--- src/rtl/core/cfp_pkg.sv ---
// cfp_pkg: shared types, register indexes and action codes for the command frame parser
// no dependencies

package cfp_pkg;

  localparam int NUM_CODES = 6;
  localparam int CFG_IDX_W = 3;

  // configuration register indexes
  localparam logic [CFG_IDX_W-1:0] REG_START_BYTE   = 3'd0;
  localparam logic [CFG_IDX_W-1:0] REG_CODE_MOTION  = 3'd1;
  localparam logic [CFG_IDX_W-1:0] REG_CODE_TEMP    = 3'd2;
  localparam logic [CFG_IDX_W-1:0] REG_CODE_BATTERY = 3'd3;
  localparam logic [CFG_IDX_W-1:0] REG_CODE_NAME    = 3'd4;
  localparam logic [CFG_IDX_W-1:0] REG_CODE_RST_REQ = 3'd5;
  localparam logic [CFG_IDX_W-1:0] REG_CODE_AUTORST = 3'd6;

  // reset value of the start byte configuration register
  localparam logic [7:0] RST_START_BYTE = 8'h02;

  // action codes
  localparam logic [2:0] ACT_NONE = 3'd0;

  typedef struct packed {
    logic [7:0]                      start_byte;
    logic [NUM_CODES-1:0][7:0]       codes;
  } cfg_t;

  typedef struct packed {
    logic        checksum_ok;
    logic [15:0] frame_address;
    logic [2:0]  action_code;
    logic [7:0]  frame_command;
  } res_t;

  // first matching command code wins, action k+1 for code k
  function automatic logic [2:0] decode_action(cfg_t c, logic [7:0] cmd);
    logic [2:0] act;
    act = ACT_NONE;
    for (int k = NUM_CODES - 1; k >= 0; k--) begin
      if (c.codes[k] == cmd) begin
        act = 3'(k + 1);
      end
    end
    return act;
  endfunction

endpackage

--- src/rtl/core/cfp_cfg_regs.sv ---
// cfp_cfg_regs: start byte and command code registers behind the write port
// depends on cfp_pkg

module cfp_cfg_regs import cfp_pkg::*; (
  input  logic                 clk,
  input  logic                 rst_n,
  input  logic                 wr_en,
  input  logic [CFG_IDX_W-1:0] wr_index,
  input  logic [7:0]           wr_data,
  output cfg_t                 cfg
);

  cfg_t cfg_r;
  cfg_t cfg_nxt;

  always_comb begin
    cfg_nxt = cfg_r;
    if (wr_en) begin
      unique case (wr_index)
        REG_START_BYTE:   cfg_nxt.start_byte = wr_data;
        REG_CODE_MOTION:  cfg_nxt.codes[0]   = wr_data;
        REG_CODE_TEMP:    cfg_nxt.codes[1]   = wr_data;
        REG_CODE_BATTERY: cfg_nxt.codes[2]   = wr_data;
        REG_CODE_NAME:    cfg_nxt.codes[3]   = wr_data;
        REG_CODE_RST_REQ: cfg_nxt.codes[4]   = wr_data;
        REG_CODE_AUTORST: cfg_nxt.codes[5]   = wr_data;
        default:          cfg_nxt = cfg_r;
      endcase
    end
  end

  always_ff @(posedge clk) begin
    if (!rst_n) begin
      cfg_r.start_byte <= RST_START_BYTE;
      for (int k = 0; k < NUM_CODES; k++) begin
        cfg_r.codes[k] <= 8'(k + 1);
      end
    end else begin
      cfg_r <= cfg_nxt;
    end
  end

  assign cfg = cfg_r;

endmodule

--- src/rtl/core/cfp_framer.sv ---
// cfp_framer: frame phase state machine, held command/address and running checksum
// depends on cfp_pkg

module cfp_framer import cfp_pkg::*; (
  input  logic       clk,
  input  logic       rst_n,
  input  cfg_t       cfg,
  input  logic       byte_valid,
  input  logic [7:0] rx_byte,
  input  logic       step,
  output logic       res_valid,
  output res_t       res
);

  typedef enum logic [4:0] {
    PH_START   = 5'b00001,
    PH_CMD     = 5'b00010,
    PH_ADDR_HI = 5'b00100,
    PH_ADDR_LO = 5'b01000,
    PH_CHECK   = 5'b10000
  } phase_t;

  phase_t      phase_r, phase_nxt;
  logic [7:0]  cmd_r, cmd_nxt;
  logic [15:0] addr_r, addr_nxt;
  logic [7:0]  sum_r, sum_nxt;
  logic        sum_ok;

  assign sum_ok = (sum_r == rx_byte);

  always_comb begin
    phase_nxt = phase_r;
    cmd_nxt   = cmd_r;
    addr_nxt  = addr_r;
    sum_nxt   = sum_r;
    unique case (phase_r)
      PH_START: begin
        if (rx_byte == cfg.start_byte) begin
          cmd_nxt   = 8'h00;
          addr_nxt  = 16'h0000;
          phase_nxt = PH_CMD;
        end
      end
      PH_CMD: begin
        cmd_nxt   = rx_byte;
        sum_nxt   = rx_byte;
        phase_nxt = PH_ADDR_HI;
      end
      PH_ADDR_HI: begin
        addr_nxt  = {rx_byte, 8'h00};
        sum_nxt   = sum_r + rx_byte;
        phase_nxt = PH_ADDR_LO;
      end
      PH_ADDR_LO: begin
        addr_nxt  = {addr_r[15:8], rx_byte};
        sum_nxt   = sum_r + rx_byte;
        phase_nxt = PH_CHECK;
      end
      PH_CHECK: begin
        if (!sum_ok) begin
          cmd_nxt  = 8'h00;
          addr_nxt = 16'h0000;
        end
        phase_nxt = PH_START;
      end
      default: phase_nxt = PH_START;
    endcase
  end

  always_ff @(posedge clk) begin
    if (!rst_n) begin
      phase_r <= PH_START;
      cmd_r   <= 8'h00;
      addr_r  <= 16'h0000;
      sum_r   <= 8'h00;
    end else if (step) begin
      phase_r <= phase_nxt;
      cmd_r   <= cmd_nxt;
      addr_r  <= addr_nxt;
      sum_r   <= sum_nxt;
    end
  end

  // result only on the checksum byte
  assign res_valid         = byte_valid && (phase_r == PH_CHECK);
  assign res.checksum_ok   = sum_ok;
  assign res.frame_address = addr_r;
  assign res.action_code   = sum_ok ? decode_action(cfg, cmd_r) : ACT_NONE;
  assign res.frame_command = cmd_r;

endmodule

--- src/rtl/core/command_frame_parser.sv ---
// command_frame_parser: top level, input byte register, framer and result register
// depends on cfp_pkg, cfp_cfg_regs, cfp_framer
//
//   channel  direction  handshake          payload
//   in_      in         in_valid/in_stall   in_rx_byte
//   out_     out        out_valid/out_stall out_checksum_ok, out_frame_address,
//                                           out_action_code, out_frame_command
//   cfg_     in         cfg_valid/cfg_ready cfg_index, cfg_data
//
// one byte per cycle while in_stall is low; a result is registered after its checksum
// byte, which passes the input register, then framer logic into the result register
// synchronous active-low reset restores every register but the held byte and result data
// bytes that make no result pass while a result waits on out_stall
// cfg_ready is always high; writes to index seven are dropped

module command_frame_parser import cfp_pkg::*; (
  input  logic                 clk,
  input  logic                 rst_n,
  input  logic                 in_valid,
  output logic                 in_stall,
  input  logic [7:0]           in_rx_byte,
  output logic                 out_valid,
  input  logic                 out_stall,
  output logic                 out_checksum_ok,
  output logic [15:0]          out_frame_address,
  output logic [2:0]           out_action_code,
  output logic [7:0]           out_frame_command,
  input  logic                 cfg_valid,
  output logic                 cfg_ready,
  input  logic [CFG_IDX_W-1:0] cfg_index,
  input  logic [7:0]           cfg_data
);

  cfg_t       cfg;
  logic       s1_valid_r, s1_valid_nxt;
  logic [7:0] s1_byte_r;
  logic       res_valid;
  res_t       res;
  logic       out_free;
  logic       step;
  logic       in_take;
  logic       out_valid_r, out_valid_nxt;
  res_t       out_res_r;

  assign cfg_ready = 1'b1;

  cfp_cfg_regs u_cfg (
    .clk      (clk),
    .rst_n    (rst_n),
    .wr_en    (cfg_valid && cfg_ready),
    .wr_index (cfg_index),
    .wr_data  (cfg_data),
    .cfg      (cfg)
  );

  cfp_framer u_framer (
    .clk        (clk),
    .rst_n      (rst_n),
    .cfg        (cfg),
    .byte_valid (s1_valid_r),
    .rx_byte    (s1_byte_r),
    .step       (step),
    .res_valid  (res_valid),
    .res        (res)
  );

  assign out_free = !out_valid_r || !out_stall;
  // held byte moves on unless it makes a result that cannot be stored yet
  assign step     = s1_valid_r && (!res_valid || out_free);
  assign in_stall = s1_valid_r && !step;
  assign in_take  = in_valid && !in_stall;

  assign s1_valid_nxt  = in_take || (s1_valid_r && !step);
  assign out_valid_nxt = (step && res_valid) || (out_valid_r && out_stall);

  always_ff @(posedge clk) begin
    if (!rst_n) begin
      s1_valid_r  <= 1'b0;
      out_valid_r <= 1'b0;
    end else begin
      s1_valid_r  <= s1_valid_nxt;
      out_valid_r <= out_valid_nxt;
    end
  end

  always_ff @(posedge clk) begin
    if (in_take) begin
      s1_byte_r <= in_rx_byte;
    end
    if (step && res_valid) begin
      out_res_r <= res;
    end
  end

  assign out_valid         = out_valid_r;
  assign out_checksum_ok   = out_res_r.checksum_ok;
  assign out_frame_address = out_res_r.frame_address;
  assign out_action_code   = out_res_r.action_code;
  assign out_frame_command = out_res_r.frame_command;

`ifndef SYNTHESIS
  // a bad checksum never carries an action
  a_bad_sum_no_action: assert property (@(posedge clk) disable iff (!rst_n)
    out_valid && !out_checksum_ok |-> out_action_code == ACT_NONE)
    else $error("action code given with bad checksum");

  // input is held back only while a byte waits in the input register
  a_stall_needs_byte: assert property (@(posedge clk) disable iff (!rst_n)
    in_stall |-> s1_valid_r)
    else $error("input stalled with empty input register");

  // a result moved into the output register shows up next cycle
  a_result_loaded: assert property (@(posedge clk) disable iff (!rst_n)
    step && res_valid |=> out_valid)
    else $error("result lost on its way to the output register");

  // a waiting result is never overwritten by a new one
  a_no_overwrite: assert property (@(posedge clk) disable iff (!rst_n)
    out_valid && out_stall |-> !(step && res_valid))
    else $error("pending result overwritten");
`endif

endmodule
--- config.mk ---
export PLATFORM = sky130hd
export DESIGN_NAME = command_frame_parser
export DESIGN_NICKNAME = d
export VERILOG_FILES = /design/src/rtl/core/cfp_pkg.sv /design/src/rtl/core/cfp_cfg_regs.sv /design/src/rtl/core/cfp_framer.sv /design/src/rtl/core/command_frame_parser.sv
export SDC_FILE = /design/constraint.sdc
export NUM_CORES = 1
export LEC_CHECK = 0
export ABC_CLOCK_PERIOD_IN_PS = 2980
export BUFFER_PORTS_ARGS = -buffer_cell sky130_fd_sc_hd__buf_2
export CORE_MARGIN = 5
export CORE_UTILIZATION = 53
export DETAILED_ROUTE_END_ITERATION = 7
export PLACE_DENSITY = 0.78
export SLEW_MARGIN = 20
export SYNTH_ARGS = -nofsm -noshare
export SYNTH_HDL_FRONTEND = slang
export SYNTH_HIERARCHICAL = 1
export SYNTH_SLANG_ARGS = --single-unit
--- constraint.sdc ---
create_clock -name clk -period 2.98 [get_ports clk]
set_input_delay 0.596 -clock clk [delete_from_list [all_inputs] [get_ports clk]]
set_output_delay 0.596 -clock clk [all_outputs]
set_load 0.01 [all_outputs]
-- Word level (Yosys, flattened, before mapping)
Index checks and enable logic that the tools add are counted.
- add/subtract/negate cells: 1
- eq/ne operators: 21
- mux-type cells: 15
- bitwise gates (word level): 2
- reduce and logical (&&, ||, !) cells: 35
- operator list (operator ; number):
    $eq A8 B8 Y1 ; 8
    $pmux W16 S4 ; 1
    $mux W16 ; 2
    $pmux W8 S3 ; 1
    $pmux W5 S4 ; 1
    $reduce_and A2 Y1 ; 9
    $mux W8 ; 2
    $pmux W8 S2 ; 1
    $eq A3 B3 Y1 const B ; 3
    $mux W3 ; 3
    $add A8 B8 Y8 ; 1
    $reduce_and A4 Y1 ; 2
    $eq A3 B2 Y1 const B ; 2
    $logic_and A1 B1 Y1 ; 6
    $reduce_bool A3 Y1 ; 2
    $eq A5 B1 Y1 const B ; 1
    $eq A5 B2 Y1 const B ; 1
    $eq A5 B3 Y1 const B ; 1
    $eq A5 B4 Y1 const B ; 1
    $eq A5 B5 Y1 const B ; 1
    $logic_not A1 Y1 ; 5
    $mux W5 ; 1
    $reduce_and A5 Y1 ; 1
    $logic_or A1 B1 Y1 ; 4
    other kinds (11) ; 14
- register bits after elaboration: 131
- input port bits: 24
- word-level logic and storage cells: 95

-- Longest topological paths before layout
- depth after elaboration: 10
- gate-level depth with buffers: 12
- depth with buffers taken out: 9

-- Cells and area by module
The synthesis kept the hierarchy.
- by module, submodules not included (module ; instances ; cells an instance ; area an instance (um^2) ; seq. area each (um^2)):
    cfp_framer ; 1 ; 332 ; 2647.5 ; 740.7
    cfp_cfg_regs ; 1 ; 201 ; 2115.8 ; 1121.1
    command_frame_parser ; 1 ; 49 ; 1187.4 ; 1121.1

-- Worst setup path after synthesis
No wires, ideal clock.
- kind: register to register
- start: register u_framer.phase_r[0]
- end: register out_res_r (netlist bit out_action_code[0]) (enable)
- data arrival time: 2.362 ns
- data required time: 2.558 ns
- slack: 0.196 ns
- cell stages (with the launch flop): 7
- clock period less this slack: 2.784 ns
- cell sequence: dfxtp_1 -> buf_2 -> nand2b_1 -> nor2_1 -> and3_1 -> nand2_1 -> a21oi_1
- cells in the longest elaborated chain, start to end: 6
- RTL lines (element ; line ; RTL):
    from (decl) ; cfp_framer.sv:23 ; phase_t phase_r, phase_nxt;
    from (signal assigned) ; cfp_framer.sv:77 ; phase_r <= phase_nxt;
    $eq A5 B5 Y1 * ; cfp_framer.sv:85 ; assign res_valid = byte_valid && (phase_r == PH_CHECK);
    $logic_and A1 B1 Y1 * ; cfp_framer.sv:85 ;
    net res_valid ; command_frame_parser.sv:37 ; logic res_valid;
    $logic_not A1 Y1 ; command_frame_parser.sv:69 ; assign step = s1_valid_r && (!res_valid || out_free);
    $logic_or A1 B1 Y1 ; command_frame_parser.sv:69 ;
    $logic_and A1 B1 Y1 ; command_frame_parser.sv:69 ;
    $logic_and A1 B1 Y1 * ; command_frame_parser.sv:90 ; if (step && res_valid) begin
    to (signal assigned) ; command_frame_parser.sv:91 ; out_res_r <= res;
    to (decl) ; command_frame_parser.sv:43 ; res_t out_res_r;
Mark *: on every way through the listed nets, which the timed path passes. The rest lies on a longest branch.
A chain may end at the register's enable or synchronous reset.

-- Worst setup path in the final report
- start: register u_framer.phase_r[0]
- end: register u_framer.addr_r[6]
- cells in the longest elaborated chain, start to end: 6
- elaborated cells between the ends (all ways): 13
- RTL lines (element ; line ; RTL):
    $eq A5 B5 Y1 ; cfp_framer.sv:85 ;
    $logic_and A1 B1 Y1 ; cfp_framer.sv:85 ;
    net res_valid ; command_frame_parser.sv:37 ;
    $logic_not A1 Y1 ; command_frame_parser.sv:69 ;
    $logic_or A1 B1 Y1 ; command_frame_parser.sv:69 ;
    $logic_and A1 B1 Y1 ; command_frame_parser.sv:69 ;
    net step ; command_frame_parser.sv:40 ; logic step;
    $reduce_and A4 Y1 (no line) ; -- ;
    to (signal assigned) ; cfp_framer.sv:79 ; addr_r <= addr_nxt;
    to (decl) ; cfp_framer.sv:25 ; logic [15:0] addr_r, addr_nxt;
The timed path passes the listed nets, and every way through them passes these cells.

==> reports/summary.txt <==
Critical path class -> reg2reg
Layout area overhead -> 16.2%
Synth area leader -> dfxtp_1
Status -> finished clean
Cts hold-fix bufs -> 0
Yosys reg bits -> 131
Mapped Area -> 5950 sq um
Clock power frac -> 51.8%
Max_slew headroom -> 54.8%
Largest net degree at the start of global routing -> 78
Ys flop type -> dfxtp_1
Placement Rows -> 38
Fin crit period -> 2.70 ns
Sw power -> 944 uW
Post-DP Area -> 6280 sq um
Die area -> 13400 sq um
Delay-heaviest family, CP -> simple AND/OR/NAND/NOR gates
Setup slack after layout -> 0.278 ns
Vias per cell -> 5.62
CP Cell Sequence -> nand2b_1, nor2_1, and3_1, a31oi_1, nand2_1, o31a_1, or4_4, mux2i_1
Leak -> 0.00299 uW
Die Width -> 116 um
Worst Setup Start Kind -> flop
Total power -> 4280 uW
Root Driver -> clkbuf_16
CTS Buf Count -> 17
Initial antenna violation count -> 0
Max VDD drop -> 0.349 mV
Hold Vio Cnt, Final -> 0
Pre-antenna DRT Iters -> 5
Layout cell share with drive strength beyond 1 -> 15.8%
Final worst-path cycle share -> 90.7%
Commonest non-fill, non-tap cells in the layout -> nand2_1 (103), dfxtp_1 (95), mux2i_1 (66)
Slew at the pin with the worst max-slew slack -> 0.674 ns
Antenna cells -> 0
Crit-path max FO -> 9
Sequential Power Share -> 43.9%
Critical path's slowest cell -> or4_4
Syn Inst Count -> 582
Switch share -> 22.0%
Initial drt markers -> 315
Vias in the first global route -> 4359
Area contributors post-synth -> dfxtp_1 (32%), edfxtp_1 (18%), mux2i_1 (11%)
Setup violators final -> 0
Worst path buffer plus inverter count -> 0
Core ar. -> 10900 sq um
Hold WS -> 0.348 ns
Setup TNS -> 0 ns
Vias post-DR -> 4369
Yosys top cell area share -> 32.0%
Clock Sink Count -> 131
CP arrival -> 3.04 ns
Commonest non-fill, non-tap cell in the layout -> nand2_1
DR DRC count -> 0
Overflow left after global routing -> 0
Max incr delay on CP -> 0.67 ns
Hold Crit Class -> in2reg
Routed Antenna Nets -> 0
Final wirelength -> 13.3 mm
# IOs -> 55
Final Max Slew Viols -> 0
H-tree lvl count -> 4
Gr usage total -> 21.0%
Pwr Density -> 619 nW/um^2
CP Capture Type -> flop
Synth cell types -> 53
Syn nets -> 614
Final #Nets -> 657
Maxcap violations -> 0
Part of the power in combinational logic -> 4.3%
Chip height -> 116 um
Dpl hpwl -> 9.09 mm
Filler Cells Inserted -> 866
Cell internal pwr -> 3340 uW
Postcts setup bufs -> 0
Port Buffers -> 53
Synth Area per Inst -> 10.2 sq um
RSZ-0062 raised after global routing -> false
Seq/Total Area, Yosys -> 50.1%
Gp weighted congestion -> 0.902
Worst skew pair latency -> 0.42 ns
Synth Warn # -> 6
Highest clock rate -> 370 MHz
CTS tree -> built
Critical Path RT -> 3.32 ns
Wire per inst -> 17.1 um
Initial Util -> 54.4%
Quantity of gates resized following cts -> 0
EDFF count, synth -> 36
CTS clk-pin slew, worst paths -> 0.06 ns
Pre-CTS setup slack -> 0.352 ns
Clock Tree Buf Depth -> 2
First-pass GRT wire length -> 21.8 mm
Clk_skew -> 0.0117 ns
Design Area, Final -> 6910 sq um
Async SR Flop Fraction -> 0%
## final cells by class
class	count	area [sq um]	area share, %
multi-input cells	401	2730	39.5
clock buffers	18	429	6.21
clock inverters	14	200	2.90
flip-flops and latches	131	2980	43.1
inverters	11	41.3	0.597
well taps	140	175	2.53
repair buffers	63	353	5.10
## flip-flops by register name, summed over array words and instances (netlist names)
name and flops:
out_action_code 3, out_frame_address 16, out_valid 1, u_framer/phase_r 5, out_frame_command 8, u_framer/cmd_r 8, u_framer/sum_r 8, u_framer/addr_r 16
s1_valid_r 1, s1_byte_r 8, u_cfg/cfg 56, out_checksum_ok 1
## metrics by stage
stage | utilization, % | cells
4_1_cts | 63.2 | 778
3_3_place_gp | 57.5 | 746
5_1_grt | 63.2 | 778
6_report | 63.2 | 778
2_1_floorplan | - | 582
3_5_place_dp | 57.5 | 746
## Yosys cell counts (3+ instances only)
cell	n
clkbuf_1	21
nand2_1	103
a22o_1	7
nand4_1	6
xnor2_1	27
a31oi_1	3
buf_4	3
o21ai_0	17
buf_6	4
ha_1	7
and3_1	3
nor2b_1	14
a211oi_1	3
nor3_1	7
buf_2	9
nor4_1	9
a21oi_1	10
xor2_1	35
nor2_1	25
nand4b_1	4
edfxtp_1	36
a311oi_1	3
mux2i_1	66
dfxtp_1	95
inv_1	11
nand3_1	16
## cell families (layout without fill, tap and decap cells)
logic type               Yosys count  after routing  share of synthesized area (%)
flip-flops                       131            131                           50.1
AO/OA/AOI/OAI                     61             61                           6.96
other                              1              1                         0.0630
multiplexers                      66             66                           11.1
AND/OR/NAND/NOR                  202            202                           16.5
XOR/XNOR                          63             63                           9.40
buffers and inverters             50            106                           4.04
adder cells (fa/ha/maj)            8              8                           1.81
## worst paths after layout
| check | startpoint | end | slack [ns] | cells past startpoint |
|---|---|---|---|---|
| worst max register to register | u_framer/phase_r[0] | u_framer/addr_r[6] | 0.28 | 8 |
| worst max-delay path | u_framer/phase_r[0] | u_framer/addr_r[6] | 0.28 | 8 |
| worst min register to register | u_framer/addr_r[0] | out_frame_address[0] | 0.43 | 0 |
| worst min-delay path | in_rx_byte[2] | s1_byte_r[2] | 0.35 | 1 |
## power groups by stage
stage / registers, uW / clock network [uW] / logic, uW
after floorplan: 1910 / 0 / 121
after global placement: 1910 / 0 / 174
after detailed placement: 1920 / 0 / 180
after CTS: 1880 / 2240 / 183
after global routing: 1880 / 2330 / 201
final: 1880 / 2220 / 184
## routing by layer
metal / wire (um) / up-vias / track usage [%] / share of wire [%]
met5: 0 / - / 0 / 0
met4: 257 / 0 / 7.73 / 1.9
met2: 6220 / 158 / 34.3 / 47
met3: 935 / 20 / 6.11 / 7.0
met1: 5890 / 2085 / 26.6 / 44
li1: - / 2106 / - / -
## worst register-to-register path: cells and delay by family (launching register included)
| kind | cells | cell delay [ns] |
|---|---|---|
| compound gates | 2 | 0.65 |
| simple gates | 5 | 1.28 |
| flops | 1 | 0.49 |
| mux | 1 | 0.22 |
Power figures use the tool's default switching activity.
